[src/hdl/bffa_pkg.sv]
// Shared constants and types for the bitmap first-fit allocator.
package bffa_pkg;

   localparam int WORD_BITS    = 16;                       // map bits held by one cell
   localparam int BIT_IDX_W    = 4;                        // bit index inside a word
   localparam int CELL_BYTES   = 16;                       // bytes per storage cell
   localparam int CELL_SHIFT   = 4;                        // log2 of CELL_BYTES
   localparam int LEN_W        = 15;                       // byte length field
   localparam int OFF_W        = 14;                       // byte offset fields
   localparam int NEED_W       = LEN_W + 1 - CELL_SHIFT;   // cells needed, up to 2048
   localparam int GRANT_CELL_W = OFF_W - CELL_SHIFT;       // cell bits kept in the offset

   typedef enum logic {
      ACT_ALLOC = 1'b0,
      ACT_FREE  = 1'b1
   } action_type;

   typedef enum logic {
      STATUS_DONE     = 1'b0,
      STATUS_NO_SPACE = 1'b1
   } status_type;

   typedef enum logic [1:0] {
      ST_IDLE,
      ST_SEARCH,
      ST_MARK,
      ST_FINISH
   } state_type;

   typedef struct packed {
      logic marking;     // apply the run mask to the head word
      logic set_cells;   // 1 marks busy, 0 clears
   } scan_ctrl_type;

endpackage

[src/hdl/bffa_cell.sv]
// One cell of the rotating map chain: holds a word of busy bits.
module bffa_cell (
   input  logic                             clock,
   input  logic                             reset,
   input  logic                             shift_en,
   input  logic [bffa_pkg::WORD_BITS-1:0]   word_in,
   output logic [bffa_pkg::WORD_BITS-1:0]   word_out
);

   logic [bffa_pkg::WORD_BITS-1:0] word_ff;

   always_ff @(posedge clock) begin
      if (reset) begin
         word_ff <= '0;
      end else if (shift_en) begin
         word_ff <= word_in;
      end
   end

   assign word_out = word_ff;

endmodule

[src/hdl/bffa_scan.sv]
// Head unit: run search and run marking on the word leaving the chain.
module bffa_scan #(
   parameter  int CELL_COUNT = 1024,
   localparam int NW = (CELL_COUNT + bffa_pkg::WORD_BITS - 1) / bffa_pkg::WORD_BITS,
   localparam int IW = (NW > 1) ? $clog2(NW) : 1,
   localparam int CW = IW + bffa_pkg::BIT_IDX_W,
   localparam int OW = ((CW > bffa_pkg::NEED_W) ? CW : bffa_pkg::NEED_W) + 1
) (
   input  logic [bffa_pkg::WORD_BITS-1:0]  word_in,
   input  logic [IW-1:0]                   word_idx,
   input  bffa_pkg::scan_ctrl_type         ctrl,
   input  logic [bffa_pkg::NEED_W-1:0]     need,
   input  logic [bffa_pkg::NEED_W-1:0]     run_in,
   input  logic [OW-1:0]                   start,
   output logic [bffa_pkg::WORD_BITS-1:0]  word_out,
   output logic                            hit,
   output logic [OW-1:0]                   hit_start,
   output logic [bffa_pkg::NEED_W-1:0]     run_out
);

   localparam int W  = bffa_pkg::WORD_BITS;
   localparam int TW = bffa_pkg::NEED_W + 1;

   logic [OW-1:0]                    cell_idx  [W];
   logic [W-1:0]                     beyond;
   logic [W-1:0]                     busy;
   logic [W-1:0]                     seen_busy;
   logic [bffa_pkg::BIT_IDX_W-1:0]   last_busy [W];
   logic [TW-1:0]                    total     [W];
   logic [W-1:0]                     fit;
   logic [bffa_pkg::BIT_IDX_W-1:0]   hit_pos;
   logic [OW-1:0]                    run_end;
   logic [W-1:0]                     mask;

   // Global cell index of each bit; padding bits past the store count as busy.
   always_comb begin
      for (int j = 0; j < W; j++) begin
         cell_idx[j] = OW'({word_idx, bffa_pkg::BIT_IDX_W'(j)});
         beyond[j]   = (cell_idx[j] >= OW'(CELL_COUNT));
         busy[j]     = word_in[j] | beyond[j];
      end
   end

   // Free-run length ending at each bit, carried in from earlier words.
   always_comb begin
      for (int j = 0; j < W; j++) begin
         seen_busy[j] = 1'b0;
         last_busy[j] = '0;
         for (int k = 0; k <= j; k++) begin
            if (busy[k]) begin
               seen_busy[j] = 1'b1;
               last_busy[j] = bffa_pkg::BIT_IDX_W'(k);
            end
         end
         if (seen_busy[j]) begin
            total[j] = TW'(j) - TW'(last_busy[j]);
         end else begin
            total[j] = TW'(run_in) + TW'(j + 1);
         end
         fit[j] = !busy[j] && (total[j] >= TW'(need));
      end
   end

   // Lowest bit where the run first reaches the needed length.
   always_comb begin
      hit_pos = '0;
      for (int j = W - 1; j >= 0; j--) begin
         if (fit[j]) begin
            hit_pos = bffa_pkg::BIT_IDX_W'(j);
         end
      end
   end

   assign hit       = |fit;
   assign hit_start = OW'({word_idx, hit_pos}) + OW'(1) - OW'(need);
   assign run_out   = total[W-1][bffa_pkg::NEED_W-1:0];

   // Run mask for the marking pass.
   assign run_end = start + OW'(need);

   always_comb begin
      for (int j = 0; j < W; j++) begin
         mask[j] = !beyond[j] && (cell_idx[j] >= start) && (cell_idx[j] < run_end);
      end
   end

   always_comb begin
      if (!ctrl.marking) begin
         word_out = word_in;
      end else if (ctrl.set_cells) begin
         word_out = word_in | mask;
      end else begin
         word_out = word_in & ~mask;
      end
   end

endmodule

[src/hdl/bitmap_first_fit_allocator_unit.sv]
// Bitmap first-fit allocator: a ring of 16-bit map cells and one scan unit.
//
// The busy map (one bit per 16-byte cell, CELL_COUNT cells) lives in a ring of
// ceil(CELL_COUNT/16) identical cells, NW in all (64 for the default). While an
// item is in work the ring rotates one word per cycle past a single head unit
// that searches or marks the word leaving cell 0 and writes it back at the tail;
// each pass is exactly one turn, so the map is aligned again at its end. An
// allocate takes a search pass, then a marking pass when a run is found; with no
// space it ends after the search. A free takes one marking pass. A zero-length
// allocate or free takes no pass. The block takes one item at a time and raises
// req_stall from accept until the result is loaded into the output register.
// A finished result may sit in that register while the next item is accepted.
// Reset clears the whole map at once. granted_offset is the start cell times 16,
// kept to 14 bits; it is 0 on a free, a zero-length allocate or no space.
module bitmap_first_fit_allocator_unit #(
   parameter int CELL_COUNT = 1024
) (
   input  logic                           clock,
   input  logic                           reset,
   // request channel
   input  logic                           req_valid,
   output logic                           req_stall,
   input  logic                           req_action,
   input  logic [bffa_pkg::LEN_W-1:0]     req_byte_length,
   input  logic [bffa_pkg::OFF_W-1:0]     req_byte_offset,
   // response channel
   output logic                           rsp_valid,
   input  logic                           rsp_stall,
   output logic [bffa_pkg::OFF_W-1:0]     rsp_granted_offset,
   output logic                           rsp_status
);

   localparam int W  = bffa_pkg::WORD_BITS;
   localparam int NW = (CELL_COUNT + W - 1) / W;
   localparam int IW = (NW > 1) ? $clog2(NW) : 1;
   localparam int CW = IW + bffa_pkg::BIT_IDX_W;
   localparam int OW = ((CW > bffa_pkg::NEED_W) ? CW : bffa_pkg::NEED_W) + 1;

   bffa_pkg::state_type           state_ff, state_in;
   bffa_pkg::scan_ctrl_type       scan_ctrl;

   logic                          action_ff, action_in;
   logic [bffa_pkg::NEED_W-1:0]   need_ff, need_in;
   logic [OW-1:0]                 start_ff, start_in;
   logic [bffa_pkg::NEED_W-1:0]   run_ff, run_in;
   logic                          found_ff, found_in;
   logic [IW-1:0]                 cnt_ff, cnt_in;

   logic                          rsp_valid_ff, rsp_valid_in;
   logic [bffa_pkg::OFF_W-1:0]    offset_ff, offset_in;
   logic                          status_ff, status_in;

   logic                          accept;
   logic                          shift_en;
   logic                          rsp_load;
   logic                          last_word;
   logic [bffa_pkg::LEN_W:0]      len_round;
   logic [bffa_pkg::NEED_W-1:0]   req_need;

   logic [W-1:0]                  chain_word [NW];
   logic [W-1:0]                  head_new;
   logic                          hit;
   logic [OW-1:0]                 hit_start;
   logic [bffa_pkg::NEED_W-1:0]   run_out;

   // Cells needed: byte length rounded up to whole 16-byte cells.
   assign len_round = {1'b0, req_byte_length} + (bffa_pkg::LEN_W + 1)'(bffa_pkg::CELL_BYTES - 1);
   assign req_need  = len_round[bffa_pkg::LEN_W:bffa_pkg::CELL_SHIFT];

   assign accept    = req_valid && !req_stall;
   assign last_word = (cnt_ff == IW'(NW - 1));

   // ---------------------------------------------------------------- map ring
   // Cell i takes the word of cell i+1; the tail takes the head unit's output.
   for (genvar i = 0; i < NW; i++) begin : g_ring
      if (i == NW - 1) begin : g_tail
         bffa_cell u_cell (
            .clock    (clock),
            .reset    (reset),
            .shift_en (shift_en),
            .word_in  (head_new),
            .word_out (chain_word[i])
         );
      end else begin : g_body
         bffa_cell u_cell (
            .clock    (clock),
            .reset    (reset),
            .shift_en (shift_en),
            .word_in  (chain_word[i+1]),
            .word_out (chain_word[i])
         );
      end
   end

   bffa_scan #(
      .CELL_COUNT (CELL_COUNT)
   ) u_scan (
      .word_in   (chain_word[0]),
      .word_idx  (cnt_ff),
      .ctrl      (scan_ctrl),
      .need      (need_ff),
      .run_in    (run_ff),
      .start     (start_ff),
      .word_out  (head_new),
      .hit       (hit),
      .hit_start (hit_start),
      .run_out   (run_out)
   );

   // ---------------------------------------------------------- state machine
   always_comb begin
      state_in = state_ff;
      unique case (state_ff)
         bffa_pkg::ST_IDLE: begin
            if (accept) begin
               if (req_need == '0) begin
                  state_in = bffa_pkg::ST_FINISH;
               end else if (req_action == bffa_pkg::ACT_FREE) begin
                  state_in = bffa_pkg::ST_MARK;
               end else begin
                  state_in = bffa_pkg::ST_SEARCH;
               end
            end
         end
         bffa_pkg::ST_SEARCH: begin
            if (last_word) begin
               state_in = (found_ff || hit) ? bffa_pkg::ST_MARK : bffa_pkg::ST_FINISH;
            end
         end
         bffa_pkg::ST_MARK: begin
            if (last_word) begin
               state_in = bffa_pkg::ST_FINISH;
            end
         end
         bffa_pkg::ST_FINISH: begin
            if (!rsp_valid_ff || !rsp_stall) begin
               state_in = bffa_pkg::ST_IDLE;
            end
         end
         default: state_in = bffa_pkg::ST_IDLE;
      endcase
   end

   always_comb begin
      req_stall           = 1'b1;
      shift_en            = 1'b0;
      rsp_load            = 1'b0;
      scan_ctrl.marking   = 1'b0;
      scan_ctrl.set_cells = (action_ff == bffa_pkg::ACT_ALLOC);
      unique case (state_ff)
         bffa_pkg::ST_IDLE: begin
            req_stall = 1'b0;
         end
         bffa_pkg::ST_SEARCH: begin
            shift_en = 1'b1;
         end
         bffa_pkg::ST_MARK: begin
            shift_en          = 1'b1;
            scan_ctrl.marking = 1'b1;
         end
         bffa_pkg::ST_FINISH: begin
            rsp_load = !rsp_valid_ff || !rsp_stall;
         end
         default: req_stall = 1'b1;
      endcase
   end

   // -------------------------------------------------------------- datapath
   always_comb begin
      action_in = action_ff;
      need_in   = need_ff;
      start_in  = start_ff;
      run_in    = run_ff;
      found_in  = found_ff;
      cnt_in    = cnt_ff;
      if (accept) begin
         action_in = req_action;
         need_in   = req_need;
         start_in  = OW'(req_byte_offset[bffa_pkg::OFF_W-1:bffa_pkg::CELL_SHIFT]);
         run_in    = '0;
         found_in  = 1'b0;
         cnt_in    = '0;
      end else if (shift_en) begin
         cnt_in = last_word ? '0 : cnt_ff + IW'(1);
         // first fit only: later hits in the same pass are ignored
         if (state_ff == bffa_pkg::ST_SEARCH && !found_ff) begin
            run_in = run_out;
            if (hit) begin
               found_in = 1'b1;
               start_in = hit_start;
            end
         end
      end
   end

   // Result for the output register.
   always_comb begin
      if (action_ff == bffa_pkg::ACT_ALLOC && found_ff) begin
         offset_in = {start_ff[bffa_pkg::GRANT_CELL_W-1:0], bffa_pkg::CELL_SHIFT'(0)};
      end else begin
         offset_in = '0;
      end
      if (action_ff == bffa_pkg::ACT_ALLOC && need_ff != '0 && !found_ff) begin
         status_in = bffa_pkg::STATUS_NO_SPACE;
      end else begin
         status_in = bffa_pkg::STATUS_DONE;
      end
      if (rsp_load) begin
         rsp_valid_in = 1'b1;
      end else if (!rsp_stall) begin
         rsp_valid_in = 1'b0;
      end else begin
         rsp_valid_in = rsp_valid_ff;
      end
   end

   always_ff @(posedge clock) begin
      if (reset) begin
         state_ff     <= bffa_pkg::ST_IDLE;
         rsp_valid_ff <= 1'b0;
         found_ff     <= 1'b0;
         cnt_ff       <= '0;
      end else begin
         state_ff     <= state_in;
         rsp_valid_ff <= rsp_valid_in;
         found_ff     <= found_in;
         cnt_ff       <= cnt_in;
      end
   end

   always_ff @(posedge clock) begin
      action_ff <= action_in;
      need_ff   <= need_in;
      start_ff  <= start_in;
      run_ff    <= run_in;
      if (rsp_load) begin
         offset_ff <= offset_in;
         status_ff <= status_in;
      end
   end

   assign rsp_valid          = rsp_valid_ff;
   assign rsp_granted_offset = offset_ff;
   assign rsp_status         = status_ff;

endmodule

[config.mk]
export PLATFORM = sky130hd
export DESIGN_NAME = bitmap_first_fit_allocator_unit
export DESIGN_NICKNAME = d
export VERILOG_FILES = /design/src/hdl/bffa_pkg.sv /design/src/hdl/bffa_cell.sv /design/src/hdl/bffa_scan.sv /design/src/hdl/bitmap_first_fit_allocator_unit.sv
export SDC_FILE = /design/constraint.sdc
export NUM_CORES = 2
export LEC_CHECK = 0
export BUFFER_PORTS_ARGS = -buffer_cell sky130_fd_sc_hd__buf_2
export CAP_MARGIN = 20
export CORE_UTILIZATION = 55
export DETAILED_ROUTE_END_ITERATION = 12
export PLACE_DENSITY_LB_ADDON = 0.25
export SLEW_MARGIN = 20
export SYNTH_ARGS = -nofsm -noshare
export SYNTH_HDL_FRONTEND = slang
export SYNTH_HIERARCHICAL = 1
export SYNTH_SLANG_ARGS = --single-unit
[constraint.sdc]
create_clock -name clock -period 9.2 [get_ports clock]
set_input_delay 2.3 -clock clock [delete_from_list [all_inputs] [get_ports clock]]
set_output_delay 2.3 -clock clock [all_outputs]
set_load 0.01 [all_outputs]
==> flow_metrics.py <==
metrics = {
    "synth": {
        "yosys.area.top_type": "dfxtp_1",
        "yosys.area_share.adder": 0.0679,
        "synth_top_family_by_area": "multiplexers",
        "syn_area_um2": 50300,
        "synth_area_leaders": "dfxtp_1 42%, mux2i_1 21%, nor2_1 9.0%",
        "yosysUniqueCellTypes": 87,
        "avgSynthCellArea_um2": 9.93,
        "muxShareOfSynthArea": 0.213,
        "yosys_warnings": 6,
        "yosysTopAreaCellShare": 0.417,
        "yosys.area_share.simple": 0.133,
        "async_reset_ff_frac": 0,
        "ys_ff_latch": 1083,
        "syn_inst": 5065,
        "synth_edf_count": 34,
        "synth_xor_area_frac": 0.0252,
        "synth_compound_area_frac": 0.0598,
        "ys_seq_area_frac": 0.438,
        "synthFlopType": "dfxtp_1",
    },
    "setup_path": {
        "critPathKind": "register to register",
        "crit_fanout": 15,
        "crit_family": "compound AO/OA/AOI/OAI gates",
        "cp.arrival_ps": 8490,
        "crit_top_cell": "a21oi_1",
        "crit_path_start_kind": "register",
        "max_stage_delay_ps": 780,
        "end_kind": "register",
        "worst-path-buf-inv": 2,
        "critPathSlowestCell": "a21boi_0",
        "required_ps": 9630,
    },
    "power": {
        "p_int_uw": 9450,
        "power_frac_seq": 0.349,
        "vdd_ir_drop_max_uv": 407,
        "finalPower_uw": 13900,
        "pwr-share-comb": 0.339,
        "powerDensity_nw_per_um2": 261,
        "leakagePower_uw": 0.0217,
        "switching_share": 0.322,
        "p_clk_frac": 0.312,
        "power.switching_uw": 4480,
    },
    "cts": {
        "cts_root_buf": "clkbuf_16",
        "cts_resized": 0,
        "ctsHoldBuffers": 0,
        "cts_tree": "done",
        "numCtsBuffers": 105,
        "h-tree-depth": 3,
        "cts_buffer_depth": 3,
        "clk_pin_slew_ps": 60,
        "post-cts-setup-buffer-count": 0,
        "cts.sinks": 1083,
        "insertion_delay_ps": 680,
    },
    "layout": {
        "fin_util": 0.591,
        "area_delta_synth_final_pct": 5.99,
        "ff_latch_area_um2": 22000,
        "nNetsFinal": 5250,
        "drive_gt1_frac": 0.0686,
        "n_fill_cell": 7763,
        "multi_input_area_um2": 25100,
    },
    "drt": {
        "drc": 0,
        "drtAntennaViolNets": 0,
        "wl_per_cell_um": 15.9,
        "drt_iter0_markers": 2602,
        "via_per_inst": 5.44,
        "firstDrtPassIters": 5,
        "via_count": 33800,
        "drt_wl_total_um": 98700,
    },
    "floorplanning": {
        "placementRows": 110,
        "die_y_um": 304,
        "io_pins": 51,
        "core-area_um2": 90300,
        "chipWidth_um": 304,
        "dieArea_um2": 92700,
        "start_util": 0.557,
    },
    "placement": {
        "place_hpwl_um": 62300,
        "place_congestion": 0.963,
        "port_buffers": 42,
    },
    "grt": {
        "overflow": 0,
        "grt_max_degree": 252,
        "grt_use_total": 0.208,
        "grt_pass1_wl_um": 161000,
        "antenna_found_initial": 3,
        "grt_pass1_vias": 31300,
    },
    "sta": {
        "slew_viol_final": 0,
        "timing.final.crit_period_ps": 8060,
        "rsz0062_at_grt": "no",
        "tightest_slew_ps": 1150,
        "fin_crit_sh": 0.876,
        "finalClockSkew_ps": 38.6,
        "setup_tns_ps": 0,
        "setup_viol_count_final": 0,
        "hold_viol": 0,
        "slew_headroom": 0.231,
        "fmax_ghz": 0.124,
    },
    "run": {
        "cap_viol_max_count": 0,
    },
    "run_status": {
        "status": "complete, no violations",
    },
    "worst_hold_path": {
        "hp-class": "register to register",
    },
}
path summary, 6_finish.rpt:
check	slack, ps	endpoint	depth (start not counted)	startpoint
max	1140	start_ff[9]	28	g_ring[0].g_body.u_cell/word_out[4]
min	480	g_ring[49].g_body.u_cell/word_out[5]	2	g_ring[50].g_body.u_cell/word_out[5]
max reg2reg	1140	start_ff[9]	28	g_ring[0].g_body.u_cell/word_out[4]
min reg2reg	480	g_ring[49].g_body.u_cell/word_out[5]	2	g_ring[50].g_body.u_cell/word_out[5]
placed cells by master, fill, tap and decap left out, types with 12 or more instances in the layout:
| cell type | n |
|---|---|
| nor2_1 | 1203 |
| dfxtp_1 | 1048 |
| mux2i_1 | 1038 |
| ha_1 | 269 |
| a21oi_1 | 181 |
| nand2_1 | 139 |
| clkbuf_16 | 105 |
| o21ai_0 | 96 |
| xnor2_1 | 84 |
| inv_1 | 62 |
| xor2_1 | 61 |
| buf_4 | 61 |
| a21o_1 | 52 |
| buf_2 | 41 |
| nor3_1 | 39 |
| or3_1 | 37 |
| nand3_1 | 35 |
| edfxtp_1 | 34 |
| nand2b_1 | 30 |
| clkbuf_8 | 30 |
| mux2_2 | 29 |
| nand4_1 | 24 |
| clkinv_2 | 23 |
| a211oi_1 | 23 |
| and2_1 | 19 |
| nor2b_1 | 19 |
| o21a_1 | 19 |
| a31oi_1 | 17 |
| nor4_1 | 14 |
| clkbuf_1 | 14 |
| or2_2 | 12 |
through the flow:
stage	area, um2	cells	worst slack, ps	hold slack, ps
global route	53300	6207	843	498
floorplan	50300	5068	2410	435
CTS	53300	6207	1370	474
detailed placement	49700	6013	1380	478
global placement	49700	6013	1400	470
finish	53300	6209	1140	478
power by group through the flow:
| stage | combinational [uW] | sequential, uW | clock [uW] |
|---|---|---|---|
| 3_3_place_gp | 4680 | 4970 | 0 |
| 3_5_place_dp | 4700 | 4970 | 0 |
| 6_report | 4720 | 4870 | 4340 |
| 2_1_floorplan | 5310 | 4920 | 0 |
| 4_1_cts | 4710 | 4870 | 4470 |
| 5_1_grt | 5040 | 4870 | 4670 |
cell type report:
| type | instances | area share |
|---|---|---|
| Antenna cell | 2 | 0.0000939 |
| Clock buffer | 149 | 0.0580 |
| Clock inverter | 45 | 0.00943 |
| Inverter | 65 | 0.00458 |
| Multi-Input combinational cell | 3577 | 0.471 |
| Sequential cell | 1083 | 0.413 |
| Tap cell | 1176 | 0.0276 |
| Timing Repair Buffer | 112 | 0.0161 |
worst reg2reg max path, delay by kind of cell, from the launching register on:
kind	cells	cell delay [ps]
AOI/OAI and AO/OA	18	5030
xor gates and xnor gates	1	110
adders and majority gates	4	1320
buffers and inverters	2	210
DFF	1	650
muxes	1	270
and+or+nand+nor	2	270
cell usage after synthesis (all sizes together) (4+ instances only):
cell type / n
buf: 279
inv: 63
o211ai: 10
xnor2: 84
nor2: 1204
a311oi: 5
and3: 8
a2111oi: 7
o21ai: 99
a31oi: 17
xor2: 61
and4: 5
or3: 37
a21o: 52
o2111ai: 4
nand2: 139
or2: 12
mux2i: 1038
nand3: 35
clkbuf: 64
a21oi: 181
dfxtp: 1049
edfxtp: 34
o31ai: 4
o311ai: 6
a211o: 5
and2: 19
nand4: 26
o21bai: 10
nor3: 39
ha: 270
nor4: 14
nand2b: 30
mux2: 30
a21boi: 4
a211oi: 23
o21a: 19
nor2b: 20
state kept, by name, indices dropped and copies added (netlist names):
signal	count
start_ff	13
run_ff	12
rsp_status	1
g_ring.g_body.u_cell/word_out	1008
cnt_ff	6
need_ff	12
state_ff	2
g_ring.g_tail.u_cell/word_out	16
found_ff	1
rsp_granted_offset	10
action_ff	1
rsp_valid	1
logic make-up after synthesis:
group,count (synthesis)
flops,1083
xor+xnor,145
simple gates,1606
fa+ha+maj,272
other cells,1
buf+inv,408
mux,1068
compound gates,482
metal layers:
layer	routed length, um	vias to the layer above	global-route usage
li1	-	17100	-
met1	48600	15700	0.301
met2	41400	756	0.313
met3	5450	209	0.0343
met4	3190	0	0.0728
met5	0	-	0
No activity file was read; power rests on OpenSTA's default activity.
